### src/rtl/core/kbi_pkg.sv
package kbi_pkg;

  localparam int CORDIC_ITERS = 20;
  localparam int CW  = 50;
  localparam int ZW  = 34;
  localparam int PW  = 66;
  localparam int MBW = 17;
  localparam int DW  = 63;

  localparam logic signed [ZW-1:0] CORDIC_START = 34'sd652032874;
  localparam logic signed [ZW-1:0] ANG_QTR      = 34'sd1073741824;
  localparam logic signed [ZW-1:0] ANG_HALF     = 34'sd2147483648;
  localparam logic signed [14:0]   STEER_LIMIT  = 15'sd14563;
  localparam logic [14:0]          INV_GAIN_Q15 = 15'd19898;
  localparam logic [14:0]          TWO_PI_Q12   = 15'd25736;

  localparam logic [1:0] CFG_WHEELBASE = 2'd0;
  localparam logic [1:0] CFG_REAR_OFS  = 2'd1;
  localparam logic [1:0] CFG_STEP_TIME = 2'd2;

  typedef enum logic [3:0] {
    OP_LOAD, OP_SC_STEER, OP_MUL_A, OP_MUL_B, OP_VEC, OP_MUL_R, OP_MUL_RP, OP_SC_DIR,
    OP_MUL_XV, OP_MUL_XT, OP_MUL_YV, OP_MUL_YT, OP_MUL_NV, OP_MUL_NT, OP_DIV, OP_PUB
  } op_t;

  typedef enum logic [1:0] {S_IDLE, S_ISSUE, S_WAIT, S_PUB} state_t;

  typedef struct packed {
    logic start;
    op_t  op;
  } cmd_t;

  typedef struct packed {
    logic done;
  } sts_t;

  function automatic logic signed [ZW-1:0] atan_lut(input logic [4:0] idx);
    logic signed [ZW-1:0] v;
    case (idx)
      5'd0:    v = 34'sh020000000;
      5'd1:    v = 34'sh012E4051E;
      5'd2:    v = 34'sh009FB385B;
      5'd3:    v = 34'sh0051111D4;
      5'd4:    v = 34'sh0028B0D43;
      5'd5:    v = 34'sh00145D7E1;
      5'd6:    v = 34'sh000A2F61E;
      5'd7:    v = 34'sh000517C55;
      5'd8:    v = 34'sh00028BE53;
      5'd9:    v = 34'sh000145F2F;
      5'd10:   v = 34'sh0000A2F98;
      5'd11:   v = 34'sh0000517CC;
      5'd12:   v = 34'sh000028BE6;
      5'd13:   v = 34'sh0000145F3;
      5'd14:   v = 34'sh00000A2FA;
      5'd15:   v = 34'sh00000517D;
      5'd16:   v = 34'sh0000028BE;
      5'd17:   v = 34'sh00000145F;
      5'd18:   v = 34'sh000000A30;
      5'd19:   v = 34'sh000000518;
      default: v = '0;
    endcase
    return v;
  endfunction

endpackage

### src/rtl/core/kbi_cordic.sv
module kbi_cordic (
  input  logic                         clk,
  input  logic                         rst_n,
  input  logic                         start,
  input  logic                         vec,
  input  logic signed [kbi_pkg::CW-1:0] x0,
  input  logic signed [kbi_pkg::CW-1:0] y0,
  input  logic signed [kbi_pkg::ZW-1:0] z0,
  output logic                         done,
  output logic signed [kbi_pkg::CW-1:0] x,
  output logic signed [kbi_pkg::CW-1:0] y,
  output logic signed [kbi_pkg::ZW-1:0] z
);
  import kbi_pkg::*;

  localparam logic [4:0] LAST = 5'(CORDIC_ITERS - 1);

  logic signed [CW-1:0] x_r, y_r, dx, dy;
  logic signed [ZW-1:0] z_r, at;
  logic [4:0] i_r;
  logic busy_r, vec_r, done_r, pos;

  assign dx  = y_r >>> i_r;
  assign dy  = x_r >>> i_r;
  assign at  = atan_lut(i_r);
  assign pos = vec_r ? (y_r >= 0) : (z_r >= 0);

  always_ff @(posedge clk) begin
    if (!rst_n) begin
      busy_r <= 1'b0;
      done_r <= 1'b0;
      i_r    <= '0;
    end else begin
      done_r <= 1'b0;
      if (start) begin
        busy_r <= 1'b1;
        i_r    <= '0;
      end else if (busy_r) begin
        i_r <= i_r + 5'd1;
        if (i_r == LAST) begin
          busy_r <= 1'b0;
          done_r <= 1'b1;
        end
      end
    end
  end

  always_ff @(posedge clk) begin
    if (start) begin
      x_r   <= x0;
      y_r   <= y0;
      z_r   <= z0;
      vec_r <= vec;
    end else if (busy_r) begin
      if (vec_r) begin
        x_r <= pos ? x_r + dx : x_r - dx;
        y_r <= pos ? y_r - dy : y_r + dy;
        z_r <= pos ? z_r + at : z_r - at;
      end else begin
        x_r <= pos ? x_r - dx : x_r + dx;
        y_r <= pos ? y_r + dy : y_r - dy;
        z_r <= pos ? z_r - at : z_r + at;
      end
    end
  end

  assign done = done_r;
  assign x    = x_r;
  assign y    = y_r;
  assign z    = z_r;

endmodule

### src/rtl/core/kbi_ctrl.sv
module kbi_ctrl (
  input  logic          clk,
  input  logic          rst_n,
  input  logic          in_tvalid,
  output logic          in_tready,
  output logic          out_tvalid,
  input  logic          out_tready,
  output kbi_pkg::cmd_t cmd,
  input  kbi_pkg::sts_t sts
);
  import kbi_pkg::*;

  state_t state_r, state_nxt;
  op_t    op_r, op_nxt;
  logic   out_valid_r, out_valid_nxt;

  always_ff @(posedge clk) begin
    if (!rst_n) begin
      state_r     <= S_IDLE;
      op_r        <= OP_LOAD;
      out_valid_r <= 1'b0;
    end else begin
      state_r     <= state_nxt;
      op_r        <= op_nxt;
      out_valid_r <= out_valid_nxt;
    end
  end

  always_comb begin
    state_nxt     = state_r;
    op_nxt        = op_r;
    out_valid_nxt = out_valid_r & ~out_tready;
    in_tready     = 1'b0;
    cmd.start     = 1'b0;
    cmd.op        = op_r;
    unique case (state_r)
      S_IDLE: begin
        in_tready = 1'b1;
        if (in_tvalid) begin
          cmd.start = 1'b1;
          cmd.op    = OP_LOAD;
          op_nxt    = OP_SC_STEER;
          state_nxt = S_ISSUE;
        end
      end
      S_ISSUE: begin
        cmd.start = 1'b1;
        state_nxt = S_WAIT;
      end
      S_WAIT: begin
        if (sts.done) begin
          if (op_r == OP_DIV) begin
            state_nxt = S_PUB;
          end else begin
            op_nxt    = op_t'(4'(op_r) + 4'd1);
            state_nxt = S_ISSUE;
          end
        end
      end
      S_PUB: begin
        if (!out_valid_r || out_tready) begin
          cmd.start     = 1'b1;
          cmd.op        = OP_PUB;
          out_valid_nxt = 1'b1;
          state_nxt     = S_IDLE;
        end
      end
      default: state_nxt = S_IDLE;
    endcase
  end

  assign out_tvalid = out_valid_r;

endmodule

### src/rtl/core/kbi_dp.sv
module kbi_dp (
  input  logic               clk,
  input  logic               rst_n,
  input  kbi_pkg::cmd_t      cmd,
  output kbi_pkg::sts_t      sts,
  input  logic signed [14:0] steer_angle,
  input  logic signed [15:0] speed,
  input  logic               cfg_we,
  input  logic [1:0]         cfg_index,
  input  logic [15:0]        cfg_data,
  output logic signed [31:0] pos_x,
  output logic signed [31:0] pos_y,
  output logic [15:0]        heading
);
  import kbi_pkg::*;

  localparam logic [4:0] MB_LAST = 5'(MBW - 1);
  localparam logic [5:0] DV_LAST = 6'(DW - 1);
  localparam logic signed [PW-1:0] POS_RND = PW'(64'sd1 <<< 37);
  localparam logic signed [PW-1:0] S32_MAX = PW'(64'sd2147483647);
  localparam logic signed [PW-1:0] S32_MIN = -PW'(64'sd2147483648);

  logic [15:0] wb_r, rao_r, dt_r, wb_eff;
  logic signed [31:0] x_r, y_r, ox_r, oy_r;
  logic [15:0] hd_r, oh_r;
  logic signed [14:0] steer_r;
  logic signed [15:0] v_r;
  op_t op_r;
  logic flip_r;
  logic signed [ZW-1:0] cs_r, sn_r, ch_r, sh_r, beta_r;
  logic signed [CW-1:0] a_r, b_r, mag_r, r_r;
  logic [DW-1:0] rp_r;
  logic signed [PW-1:0] t_r;

  // serial multiplier
  logic signed [PW-1:0] mc_r, acc_r, term, acc_sum;
  logic [MBW-1:0] mb_r;
  logic [4:0] mcnt_r;
  logic mbusy_r, m_fin;
  logic signed [PW-1:0] ma;
  logic [MBW-1:0] mbv;

  // restoring divider
  logic [DW-1:0] dn_r, dd_r;
  logic [DW:0] rem_r, rem2;
  logic [15:0] q_r, qn;
  logic [5:0] dcnt_r;
  logic dbusy_r, dneg_r, d_fin, ge;
  logic signed [PW-1:0] absn;

  // cordic
  logic c_start, c_vec, c_done;
  logic signed [CW-1:0] c_x0, c_y0, c_x, c_y, cfx, cfy;
  logic signed [ZW-1:0] c_z0, c_z, zs;
  logic [31:0] ang32;
  logic fold;

  logic signed [PW-1:0] pxy, sxy, sat_xy, rp_raw;
  logic signed [31:0] base_xy;

  assign wb_eff = (wb_r == 16'd0) ? 16'd1 : wb_r;

  always_comb begin
    ang32 = (cmd.op == OP_SC_STEER) ? 32'({{2{steer_r[14]}}, steer_r[13:0], 16'h0})
                                    : ({hd_r, 16'h0} + beta_r[31:0]);
    zs    = ZW'($signed(ang32));
    fold  = 1'b0;
    if (zs > ANG_QTR) begin
      zs   = zs - ANG_HALF;
      fold = 1'b1;
    end else if (zs < -ANG_QTR) begin
      zs   = zs + ANG_HALF;
      fold = 1'b1;
    end
  end

  assign c_start = cmd.start &&
                   (cmd.op == OP_SC_STEER || cmd.op == OP_SC_DIR || cmd.op == OP_VEC);
  assign c_vec   = (cmd.op == OP_VEC);
  assign c_x0    = c_vec ? a_r : CW'(CORDIC_START);
  assign c_y0    = c_vec ? b_r : '0;
  assign c_z0    = c_vec ? '0 : zs;

  kbi_cordic u_cordic (
    .clk  (clk),
    .rst_n(rst_n),
    .start(c_start),
    .vec  (c_vec),
    .x0   (c_x0),
    .y0   (c_y0),
    .z0   (c_z0),
    .done (c_done),
    .x    (c_x),
    .y    (c_y),
    .z    (c_z)
  );

  assign cfx = flip_r ? -c_x : c_x;
  assign cfy = flip_r ? -c_y : c_y;

  always_comb begin
    ma  = '0;
    mbv = '0;
    case (cmd.op)
      OP_MUL_A:  begin ma = PW'(cs_r);  mbv = {1'b0, wb_eff};       end
      OP_MUL_B:  begin ma = PW'(sn_r);  mbv = {1'b0, rao_r};        end
      OP_MUL_R:  begin ma = PW'(mag_r); mbv = MBW'(INV_GAIN_Q15);   end
      OP_MUL_RP: begin ma = PW'(r_r);   mbv = MBW'(TWO_PI_Q12);     end
      OP_MUL_XV: begin ma = PW'(ch_r);  mbv = MBW'(v_r);            end
      OP_MUL_YV: begin ma = PW'(sh_r);  mbv = MBW'(v_r);            end
      OP_MUL_NV: begin ma = PW'(sn_r);  mbv = MBW'(v_r);            end
      OP_MUL_XT, OP_MUL_YT, OP_MUL_NT: begin
        ma  = t_r;
        mbv = {1'b0, dt_r};
      end
      default: begin ma = '0; mbv = '0; end
    endcase
  end

  // top bit of the multiplier operand carries negative weight
  assign term    = mb_r[0] ? ((mcnt_r == MB_LAST) ? -mc_r : mc_r) : '0;
  assign acc_sum = acc_r + term;
  assign m_fin   = mbusy_r && (mcnt_r == MB_LAST);

  assign rem2  = {rem_r[DW-1:0], dn_r[DW-1]};
  assign ge    = (rem2 >= {1'b0, dd_r});
  assign qn    = {q_r[14:0], ge};
  assign d_fin = dbusy_r && (dcnt_r == DV_LAST);
  assign absn  = (t_r < 0) ? -t_r : t_r;

  assign base_xy = (op_r == OP_MUL_XT) ? x_r : y_r;
  assign pxy     = (acc_sum + POS_RND) >>> 38;
  assign sxy     = PW'(base_xy) + pxy;
  assign sat_xy  = (sxy > S32_MAX) ? S32_MAX : ((sxy < S32_MIN) ? S32_MIN : sxy);
  assign rp_raw  = acc_sum >>> 12;

  assign sts.done = c_done | m_fin | d_fin;

  always_ff @(posedge clk) begin
    if (!rst_n) begin
      wb_r    <= 16'd512;
      rao_r   <= 16'd256;
      dt_r    <= 16'd655;
      x_r     <= '0;
      y_r     <= '0;
      hd_r    <= '0;
      mbusy_r <= 1'b0;
      dbusy_r <= 1'b0;
    end else begin
      if (cfg_we) begin
        unique case (cfg_index)
          CFG_WHEELBASE: wb_r  <= cfg_data;
          CFG_REAR_OFS:  rao_r <= cfg_data;
          CFG_STEP_TIME: dt_r  <= cfg_data;
          default: ;
        endcase
      end
      if (cmd.start) begin
        op_r <= cmd.op;
        unique case (cmd.op)
          OP_LOAD: begin
            steer_r <= (steer_angle > STEER_LIMIT) ? STEER_LIMIT :
                       ((steer_angle < -STEER_LIMIT) ? -STEER_LIMIT : steer_angle);
            v_r     <= speed;
          end
          OP_SC_STEER, OP_SC_DIR: flip_r <= fold;
          OP_VEC: flip_r <= 1'b0;
          OP_DIV: begin
            dbusy_r <= 1'b1;
            dcnt_r  <= '0;
            dneg_r  <= t_r[PW-1];
            dn_r    <= absn[DW-1:0] + {1'b0, rp_r[DW-1:1]};
            dd_r    <= rp_r;
            rem_r   <= '0;
            q_r     <= '0;
          end
          OP_PUB: begin
            ox_r <= x_r;
            oy_r <= y_r;
            oh_r <= hd_r;
          end
          default: begin
            mbusy_r <= 1'b1;
            mcnt_r  <= '0;
            mc_r    <= ma;
            mb_r    <= mbv;
            acc_r   <= '0;
          end
        endcase
      end
      if (mbusy_r) begin
        acc_r  <= acc_sum;
        mc_r   <= mc_r <<< 1;
        mb_r   <= mb_r >> 1;
        mcnt_r <= mcnt_r + 5'd1;
        if (m_fin) begin
          mbusy_r <= 1'b0;
          case (op_r)
            OP_MUL_A:  a_r  <= CW'(acc_sum);
            OP_MUL_B:  b_r  <= CW'(acc_sum);
            OP_MUL_R:  r_r  <= CW'(acc_sum >>> 15);
            OP_MUL_RP: rp_r <= (rp_raw < 1) ? DW'(1) : rp_raw[DW-1:0];
            OP_MUL_XT: x_r  <= sat_xy[31:0];
            OP_MUL_YT: y_r  <= sat_xy[31:0];
            default:   t_r  <= acc_sum;
          endcase
        end
      end
      if (dbusy_r) begin
        rem_r  <= ge ? (rem2 - {1'b0, dd_r}) : rem2;
        q_r    <= qn;
        dn_r   <= dn_r << 1;
        dcnt_r <= dcnt_r + 6'd1;
        if (d_fin) begin
          dbusy_r <= 1'b0;
          hd_r    <= hd_r + (dneg_r ? -qn : qn);
        end
      end
      if (c_done) begin
        case (op_r)
          OP_SC_STEER: begin cs_r <= ZW'(cfx); sn_r <= ZW'(cfy); end
          OP_SC_DIR:   begin ch_r <= ZW'(cfx); sh_r <= ZW'(cfy); end
          default:     begin beta_r <= c_z; mag_r <= c_x; end
        endcase
      end
    end
  end

  assign pos_x   = ox_r;
  assign pos_y   = oy_r;
  assign heading = oh_r;

endmodule

### src/rtl/core/kinematic_bicycle_integrator_core.sv
// Kinematic bicycle pose integrator. Each accepted item (steering angle, speed)
// advances the stored pose by one Euler step of step_time and returns the new
// pose: x and y in saturating signed Q16.16 metres, heading as a wrapping
// 16-bit binary angle. One item is in work at a time, and the next item is
// taken once its result has been published. The work is three passes of the
// shared 20-iteration CORDIC, ten passes of the 17-bit serial multiplier and
// one 63-bit restoring divide for the heading increment, plus the accept and
// publish steps; publishing waits until the output slot is free. The next item
// is taken while the previous result still waits on the output. Configuration
// writes must happen while the block is idle.
module kinematic_bicycle_integrator_core (
  input  logic        clk,
  input  logic        rst_n,
  input  logic        in_tvalid,
  output logic        in_tready,
  input  logic [31:0] in_tdata,   // steer_angle[14:0], speed[30:15], zero pad
  output logic        out_tvalid,
  input  logic        out_tready,
  output logic [79:0] out_tdata,  // pos_x[31:0], pos_y[63:32], heading[79:64]
  input  logic        cfg_we,
  input  logic [1:0]  cfg_index,
  input  logic [15:0] cfg_data
);
  import kbi_pkg::*;

  cmd_t cmd;
  sts_t sts;
  logic signed [31:0] pos_x, pos_y;
  logic [15:0] heading;

  kbi_ctrl u_ctrl (
    .clk       (clk),
    .rst_n     (rst_n),
    .in_tvalid (in_tvalid),
    .in_tready (in_tready),
    .out_tvalid(out_tvalid),
    .out_tready(out_tready),
    .cmd       (cmd),
    .sts       (sts)
  );

  kbi_dp u_dp (
    .clk        (clk),
    .rst_n      (rst_n),
    .cmd        (cmd),
    .sts        (sts),
    .steer_angle($signed(in_tdata[14:0])),
    .speed      ($signed(in_tdata[30:15])),
    .cfg_we     (cfg_we),
    .cfg_index  (cfg_index),
    .cfg_data   (cfg_data),
    .pos_x      (pos_x),
    .pos_y      (pos_y),
    .heading    (heading)
  );

  assign out_tdata = {heading, pos_y, pos_x};

`ifndef SYNTH
  a_busy_after_accept: assert property (@(posedge clk) disable iff (!rst_n)
    in_tvalid && in_tready |=> !in_tready)
    else $error("input accepted while an item is in work");

  a_load_on_accept: assert property (@(posedge clk) disable iff (!rst_n)
    cmd.start && cmd.op == OP_LOAD |-> in_tvalid && in_tready)
    else $error("operand load without an accepted item");

  a_publish_slot_free: assert property (@(posedge clk) disable iff (!rst_n)
    cmd.start && cmd.op == OP_PUB |-> !out_tvalid || out_tready)
    else $error("result overwritten before it was taken");
`endif

endmodule

### config.mk
export PLATFORM = sky130hd
export DESIGN_NAME = kinematic_bicycle_integrator_core
export DESIGN_NICKNAME = d
export VERILOG_FILES = /design/src/rtl/core/kbi_pkg.sv /design/src/rtl/core/kbi_cordic.sv /design/src/rtl/core/kbi_ctrl.sv /design/src/rtl/core/kbi_dp.sv /design/src/rtl/core/kinematic_bicycle_integrator_core.sv
export SDC_FILE = /design/constraint.sdc
export NUM_CORES = 2
export LEC_CHECK = 0
export BUFFER_PORTS_ARGS = -buffer_cell sky130_fd_sc_hd__buf_4
export CAP_MARGIN = 20
export CORE_ASPECT_RATIO = 0.8
export CORE_MARGIN = 1.5
export CORE_UTILIZATION = 35
export CTS_CLUSTER_DIAMETER = 120
export CTS_CLUSTER_SIZE = 16
export DETAILED_ROUTE_END_ITERATION = 16
export MAX_ROUTING_LAYER = met4
export PLACE_DENSITY = 0.54
export SETUP_SLACK_MARGIN = 0.15
export SYNTH_ARGS = -nofsm -noshare
export SYNTH_HDL_FRONTEND = slang
export SYNTH_HIERARCHICAL = 1
export SYNTH_SLANG_ARGS = --single-unit
### constraint.sdc
create_clock -name clk -period 45.6 [get_ports clk]
set_clock_uncertainty 0.15 [all_clocks]
set_input_delay 9.12 -clock clk [delete_from_list [all_inputs] [get_ports clk]]
set_output_delay 9.12 -clock clk [all_outputs]
set_load 0.01 [all_outputs]
==> metrics <==
worst hold path stage count 0; Peak VDD IR 0.0387 mV; Worst EP required 46,110 ps; # clock sinks between 1k and 1.5k; Tcrit/Tclk final roughly 30%; Min-Delay Path Class register to register; initial drt markers 8,512; core region area approximately 0.25 mm2; Total GRT Usage between 20% and 30%; Num CTS Buffers 91; Netlist cell types 120; Slew Limit Headroom 20.2%; CP max stage cell nor3_1; H-tree depth 3; pin count of the biggest net entering global routing 146; Leak about 35 nW; DR DRC count 0; Placed Area 0.0925 mm2; Hold Buf Count CTS 0; Synth area leader edfxtp_1; worst path arrival time ~14,000 ps; number of global-route vias before repair roughly 68k; Synth top area share 37.3%; main flop type after synthesis edfxtp_1; WS Path Type primary input to register; Port Buf Inserts 135; asr flop ratio synth 0%; Synth area leaders edfxtp_1 (37%), ha_1 (7.8%), nand2_1 (4.7%); Seq/Total Area, Yosys 41.3%; hold_sp u_dp/x_r[20]$_SDFFE_PN0P_; die area 0.255 mm2; first-pass GRT wire length 456 mm; Die Span Y 452 um; Layout area overhead 8.13%; Worst-Margin Slew 1190 ps; clk_lat worst skew between 700 and 800 ps; post-layout min period approximately 14,000 ps; I/O Pins 137; vias per inst 5.80; Nets ~9.8k; pwr dens ~60 mW/mm2; post-route setup slack 31,930 ps; status finished clean; Die X about 560 um; Post-synth EDFFs about 1.1k; Place WS 31,230 ps; Post-Synthesis Cells 9,325; critical-path cell list buf_4 -> nor2b_1 -> nor3b_2 -> o21a_1 -> inv_1 -> nand2_1 -> mux2_2 -> nor3b_2 -> buf_12 -> nor2b_1 -> nand2b_1 -> inv_1 -> nor3_1 -> nand2_1 -> o21ai_0; Crit Reg-Reg Endpoint u_dp/x_r[4]$_SDFFE_PN0P_; most used standard cell by instance count after synthesis nand2_1; worst hold endpoint u_dp/pos_x[20]$_DFFE_PP_; crit path max fanout 145; # rows 164; via count 73.0k; Slew Limit Fails 0; synthesized area per cell ~9.4 um2; final WL 309 mm; initial antenna violation count 15; Initial Util 35.2%; Crit. End Element register; setup TNS 0 ps; WL/cell 24.6 um; TritonCTS clock tree built; DRT Pass-1 Iters 7; Design Area, Final around 0.095 mm2; DP Wirelength 232 mm; Cell Area, Synth 0.0881 mm2; critical path's largest stage delay 750 ps; Clock Pin Slew Worst Setup and Hold Paths 80 ps; RSZ-0062 raised after global routing no; FMAX 0.0732 GHz; clock tree buffer depth 3; Routed Antenna Nets 0; gr ovfl total 0; reg2reg setup slack 33,130 ps; clock root cell clkbuf_16; startpoint types primary input; Synth Register Bits 1,269; RR Startpoint u_dp/mc_r[7]$_DFFE_PP_; list of most frequent post-synthesis cells nand2_1 (1,101), edfxtp_1 (1,095), a21oi_1 (707); Fin. Hold Viols 0; postcts setup bufs 0; Syn Nets 9,941; CTS resizes 0; final number of setup-violating endpoints 0; Synthesis Warnings 6; layout cells sized above 1 between 7 and 8%; max cap viols 0; Register-to-Register Path Depth 32; routability cong. 0.976
==> metrics by stage <==
stage | total power [mW] | instances | utilization (%) | hold slack [ps]
2_1_floorplan | 3.88 | 9325 | - | 250
3_3_place_gp | 4.86 | 12400 | 37.0 | 256
3_5_place_dp | 4.87 | 12400 | 37.0 | 255
4_1_cts | 5.70 | 12600 | 38.1 | 291
5_1_grt | 6.10 | 12600 | 38.1 | 285
6_report | 5.75 | 12600 | 38.1 | 293
==> layout by cell type, fill, tap and decap left out, types with 156 or more instances in the layout <==
| master | count |
|---|---|
| buf_4 | 247 |
| nand2_1 | 1100 |
| and2_1 | 253 |
| ha_1 | 549 |
| a21oi_1 | 707 |
| nor2_1 | 561 |
| xnor2_1 | 430 |
| inv_1 | 451 |
| o21ai_0 | 625 |
| a21o_1 | 191 |
| nand3_1 | 156 |
| edfxtp_1 | 1095 |
| dfxtp_1 | 167 |
==> area by class of cell <==
class                           count  area, um2
Multi-Input combinational cell   7096      48300
Tap cell                         3320       4150
Fill cell                       25100     155000
Sequential cell                  1269      36400
Clock buffer                      139       2460
Inverter                          469       1760
Clock inverter                     14        169
Timing Repair Buffer              256       2010
Antenna cell                        7       17.5
==> sequential cells by signal, indices dropped and copies added (netlist names), 50 cells and up <==
register / flops
u_dp/b_r: 50
u_dp/t_r: 66
u_dp/dd_r: 54
u_dp/r_r: 50
u_dp/rem_r: 63
u_dp/rp_r: 54
u_dp/mc_r: 66
u_dp/u_cordic/x: 50
u_dp/a_r: 50
u_dp/u_cordic/y: 50
u_dp/dn_r: 63
u_dp/mag_r: 50
u_dp/acc_r: 66
==> power breakdown <==
part           internal, mW  leakage (nW)  switching [mW]
Clock                 0.376          1.26           0.437
Sequential             1.49          11.0           0.206
Combinational          1.17          22.6            2.07
==> critical path: cells and delay by family <==
family,cells,cell delay [ps]
AND/OR/NAND/NOR,8,2570
buffers and inverters,4,1520
AO/OA/AOI/OAI,2,550
multiplexers,1,300
==> logic make-up (layout without fill, tap and decap cells) <==
logic type	after synthesis	in the layout	synth area share, %
simple gates	2971	2971	16.3
buf+inv	960	878	4.19
xor+xnor	589	589	5.87
flops	1269	1269	41.3
other cells	1	8	0.00426
mux	328	328	4.77
compound gates	2645	2645	19.5
fa+ha+maj	562	562	8.08
==> worst max-delay path by stage <==
stage / start / endpoint / depth (start not counted)
global route: out_tready / u_dp/u_cordic/at[0]$_DFF_P_ / 15
CTS: out_tready / u_dp/u_cordic/at[0]$_DFF_P_ / 15
finish: out_tready / u_dp/u_cordic/at[0]$_DFF_P_ / 15
detailed placement: out_tready / u_dp/u_cordic/at[0]$_DFF_P_ / 15
floorplan: out_tready / u_dp/mbusy_r$_SDFF_PN0_ / 10
global placement: out_tready / u_dp/u_cordic/at[0]$_DFF_P_ / 15
==> routing by layer <==
metal / vias to the layer above / share of wire (%) / track usage [%]
li1: 33900 / - / -
met1: 36000 / 50 / 37.3
met2: 2830 / 40 / 32.7
met3: 239 / 8.5 / 4.42
met4: 0 / 1.8 / 4.32
met5: - / 0 / -
Note: power is estimated with default switching activity, not from simulation.
